[config.mk]
export PLATFORM = sky130hd
export DESIGN_NAME = urmt_align
export DESIGN_NICKNAME = d
export VERILOG_FILES = /design/src/design/urmt_align.sv
export SDC_FILE = /design/constraint.sdc
export NUM_CORES = 1
export LEC_CHECK = 0
export BUFFER_PORTS_ARGS = -buffer_cell sky130_fd_sc_hd__buf_2
export CORE_UTILIZATION = 55
export CTS_CLUSTER_SIZE = 12
export DETAILED_ROUTE_END_ITERATION = 12
export PLACE_DENSITY = 0.79
export SKIP_CTS_REPAIR_TIMING = 1
export SLEW_MARGIN = 10
export SYNTH_ARGS = -nofsm -noshare
export SYNTH_HDL_FRONTEND = slang
export SYNTH_SLANG_ARGS = --single-unit
[constraint.sdc]
create_clock -name i_clk -period 15.1 [get_ports i_clk]
set_input_delay 1.51 -clock i_clk [delete_from_list [all_inputs] [get_ports i_clk]]
set_output_delay 1.51 -clock i_clk [all_outputs]
set_load 0.02 [all_outputs]
[src/design/urmt_align.sv]
// ----------------------------------------------------------------------------
// urmt_align
// Two-stage page alignment of a region: base rounded down, base plus size
// rounded up, both with 64-bit wrap. A load fills the first stage; results leave the second.
// ----------------------------------------------------------------------------
module urmt_align (
    input  logic        i_clk,
    input  logic        i_load,
    input  logic [63:0] i_base,
    input  logic [63:0] i_size,
    input  logic [4:0]  i_page_shift,
    output logic [63:0] o_lo,
    output logic [63:0] o_hi
);
    logic [63:0] r_base;
    logic [63:0] r_sum;
    logic [63:0] r_lo;
    logic [63:0] r_hi;
    logic [63:0] page_m1;

    // page size minus one, from the shift
    assign page_m1 = (64'd1 << i_page_shift) - 64'd1;

    // first stage: capture base and raw end
    always_ff @(posedge i_clk) begin
        if (i_load) begin
            r_base <= i_base;
            r_sum  <= i_base + i_size;
        end
    end

    // second stage: round both bounds to the page
    always_ff @(posedge i_clk) begin
        r_lo <= r_base & ~page_m1;
        r_hi <= (r_sum + page_m1) & ~page_m1;
    end

    assign o_lo = r_lo;
    assign o_hi = r_hi;
endmodule

**Yosys cells after proc, flatten, opt, wreduce, memory -nomap -nowiden**

Cells that the tools add are included.

- Shift operators: 1
- Bitwise logic cells: 3
- Add/subtract/negate cells: 3

Operators by type and width:

| operator | number |
|---|---|
| $add 64x64->64 | 2 |
| $and 64x64->64 | 2 |
| $not 64->64 | 1 |
| $shl 1x5->64 const A | 1 |
| $sub 64x1->64 const B | 1 |

- Bits of input ports: 135
- Logic and storage cells: 11
- Register bits: 256

**Logic depth before layout (Yosys ltp)**

- Depth in word-level cells: 4
- Depth in mapped cells: 22
- Mapped depth without buffers: 19

**Worst setup path after synthesis**

Ideal clock, no wire load.

- Path type: input -> register
- Start point: in i_page_shift[1]
- End point: reg r_hi[57], in the netlist o_hi[57]
- Stages: 21
- Data required time: 14982 ps
- Buffers on the path: 4
- Path slack: 9289 ps
- Arrival: 5693 ps
- Cell sequence: buf_2 or4_4 nor2_1 inv_1 ha_1 clkbuf_1 nor2_1 clkbuf_1 mux2i_1 o22ai_1 ha_1 clkbuf_1 and4_1 nand3_1 nor3_1 o211ai_1 a2111oi_1 o21ai_1 and4_1 o41a_1 xnor2_1

- Word-level cells in the longest chain between the ends: 4
- Elaborated cells on any way between the ends: 5
- Those cells by class: add/sub: 2; shift: 1; bitwise: 2

Ends and longest elaborated chain:

| what | RTL line | source |
|---|---|---|
| start, declared | 11 | `input logic [4:0] i_page_shift,` |
| $shl 1x5->64 (*) | 22 | `assign page_m1 = (64'd1 << i_page_shift) - 64'd1;` |
| $sub 64x1->64 (*) | 22 |  |
| $add 64x64->64 / $not 64->64 (equally long branches) | 35 | `r_hi <= (r_sum + page_m1) & ~page_m1;` |
| $and 64x64->64 (*) | 35 |  |
| end signal, assigned | 35 |  |
| end, declared | 18 | `logic [63:0] r_hi;` |

Mark *: on every way between the ends. The rest lies on a longest branch, timed or not.
A chain may end at the register's enable or synchronous reset.

**Worst setup path after layout**

- Start point: in i_page_shift[4]
- End point: reg r_hi[62], in the netlist o_hi[62]

The elaborated chain is that of the path after synthesis.

==> run metrics <==
cells after synthesis=1,620; CTS Buf Count=29; Multi-input gate area=8220 sq um; final wirelength=44,600 um; Finished Cell Area=17,700 sq um; H-tree Lvls=1; sequential fraction of the synthesis area=42.3%; initial DRC count=1,421; multiplexer share of the synthesized area=0.339%; Ys Warns=0; top post-synthesis cells by area=edfxtp_1 (25%), dfxtp_1 (17%), ha_1 (10%); Die Area=28,200 sq um; Die Span X=around 170 um; cell type with the largest total area after synthesis=edfxtp_1; Syn Std Cell Area=15,100 sq um; Crit Path Class=input port to register; Seq pwr share=37.9%; final hold vios=0; vias in the first global route=12,400; EDFF count, synth=128; clk buf depth=3; Cell Pwr Density=134 nW/um^2; largest net degree at the start of global routing=77; Core ar.=roughly 27,000 sq um; fill cell count=2,215; Post-Synth Simple-Gate Area=approximately 15%; outcome=complete, no violations; slew margin rel.=28.7%; Comb power frac=31.4%; switching part of the total power=33.8%; RSZ-0062 raised after global routing=false; IO Count=263; Pre-Repair DR Iteration Count=5; max-cap violation count=0; total negative setup slack=0 ns; Via density=5.99; Final period util=between 40% and 50%; Reg2Reg Launch Point=r_sum[7]$_DFFE_PP_; Compound-Gate Fraction of Synth Area=20.9%; number of library cell types mapped by synthesis=81; first-pass GRT wire length=just under 70,000 um; Post-DP Area=16,700 sq um; initial antenna violation count=3; Reg clk slew, reported paths=about 0.060 ns; layout cells sized above 1=between 15 and 20%; WP data required=15.59 ns; CTS tree=done; total gr overflow=0; Yosys top cell area share=25.4%; starting density of the core=56.2%; type of the worst min-delay path=register to register; f_max=152 MHz; largest family of logic cells by synthesized area=compound AO/OA/AOI/OAI gates; P_sw=0.803 mW; maximum vdd drop=91.1 uV; slew of the pin with the lowest slew margin=1.04 ns; Max Transition Viols Final=0; clock power share=30.7%; min-delay src=r_base[41]$_DFFE_PP_; routed len/inst=approximately 20 um; Post-Synth XOR/XNOR Area=6.30%; register area=6410 sq um; crit end category=register; worst reg2reg path depth=11; clock skew=between 0.02 and 0.025 ns; Antenna Violating Nets Remaining=0; top_reg_cell synth=edfxtp_1; Finished Layout Cells=between 2,000 and 2,500; list of most frequent post-synthesis cells=a21oi_1 (163), nor2_1 (133), dfxtp_1 (128), edfxtp_1 (128), ha_1 (127); FFs w/ async S/R, synth=0%; Final Setup Violations=0; Synth-to-Final Area Change=16.9%; root buf cell=clkbuf_16; average size of a mapped cell=roughly 9.4 sq um; Worst setup SP type=input port; Design Power=2.38 mW; via count=13,300; CP Data Arrival Time=7.06 ns; IO buf count=262; P_int=1.57 mW; worst hold stages=0; Inst Count DP=2,171; Synth Area in Adders=a little over a tenth; worst reg2reg setup slack=around 12 ns; dpl hpwl=approximately 35,000 um; hold endpoint=o_lo[41]$_DFF_P_; GRT Total Usage=31.1%; Die Y=168 um; Synth Register Bits=256; cell row count=60; count leader, synth=a21oi_1; latest clock arrival within the worst-skew pair=slightly below 0.6 ns; Final min period=6.57 ns; Leak=8.10 nW; reg2reg end=o_hi[56]$_DFF_P_; Sink Count=around 260; worst-path fanout max=25; DRC violations left=0; GPL Wtd Cong=0.966; Final nets=approximately 2,100
per-stage QoR:
stage                     hold WS, ns  util (%)  setup slack [ns]
final                           0.340      65.7              8.53
after global routing            0.349      65.7              8.17
after CTS                       0.341      65.7              8.73
after detailed placement        0.327      61.9              8.19
after global placement          0.324      61.9              8.24
after floorplan                 0.398         -              9.29
flip-flops by register name, indices dropped and copies added, names as in the netlist:
name,count
o_hi,64
o_lo,64
r_base,64
r_sum,64
power groups by stage:
stage	Combinational, mW	Clock, mW	Sequential [mW]
after CTS	0.733	0.739	0.900
final	0.747	0.729	0.901
after global routing	0.810	0.762	0.909
after floorplan	0.421	0	0.979
after global placement	0.724	0	0.913
after detailed placement	0.727	0	0.914
worst max-delay path, stage by stage:
cell and delay [ns]:
buf_2 0.25, or4_4 0.60, nor2_1 0.15, inv_1 0.07, ha_1 0.32, nor2_1 0.69, a31oi_1 0.16, o21ai_0 0.68
ha_1 0.40, o21a_1 0.15, o211ai_1 0.08, nand2_1 0.18, nand3_1 0.09, a311oi_1 0.47, o21ai_1 0.25, a21oi_1 0.43
o211ai_1 0.17, a21oi_1 0.21, mux2i_1 0.20
cells in the final DEF (no fill, tap or decap), types with 68 or more instances in the layout:
cell      instances
o21ai_0          76
a21o_1           68
nand2_1         121
nor2_1          133
edfxtp_1        128
ha_1            127
inv_1            85
buf_2           261
a21oi_1         163
dfxtp_1         128
how the worst max path moves through the flow:
stage | from | to | cells past startpoint
floorplan | i_page_shift[1] | o_hi[57]$_DFF_P_ | 21
global placement | i_page_shift[4] | o_hi[52]$_DFF_P_ | 19
detailed placement | i_page_shift[4] | o_hi[62]$_DFF_P_ | 19
CTS | i_page_shift[4] | o_hi[62]$_DFF_P_ | 19
global route | i_page_shift[4] | o_hi[52]$_DFF_P_ | 19
finish | i_page_shift[4] | o_hi[62]$_DFF_P_ | 19
final cells by class:
| cell class | instances | area share [%] |
|---|---|---|
| Clock buffer | 49 | 5.16 |
| Clock inverter | 5 | 0.523 |
| Tap cell | 341 | 2.41 |
| Inverter | 85 | 1.80 |
| Timing Repair Buffer | 264 | 7.50 |
| Sequential cell | 256 | 36.2 |
| Antenna cell | 2 | 0.0283 |
| Multi-Input combinational cell | 1225 | 46.4 |
cells by family (layout without fill, tap and decap cells):
logic type	count (synthesis)	after routing
flip-flops	256	256
other	1	17
AND/OR/NAND/NOR	476	476
adder cells (fa/ha/maj)	132	132
buffers and inverters	153	403
XOR/XNOR	109	109
multiplexers	5	5
AO/OA/AOI/OAI	488	488
metal layers:
layer	GRT usage (%)	share of wire, %
met3	6.23	9.9
met5	0	0
met4	8.46	2.7
met2	43.1	40
met1	48.5	48
(Power assumes the default switching activity.)
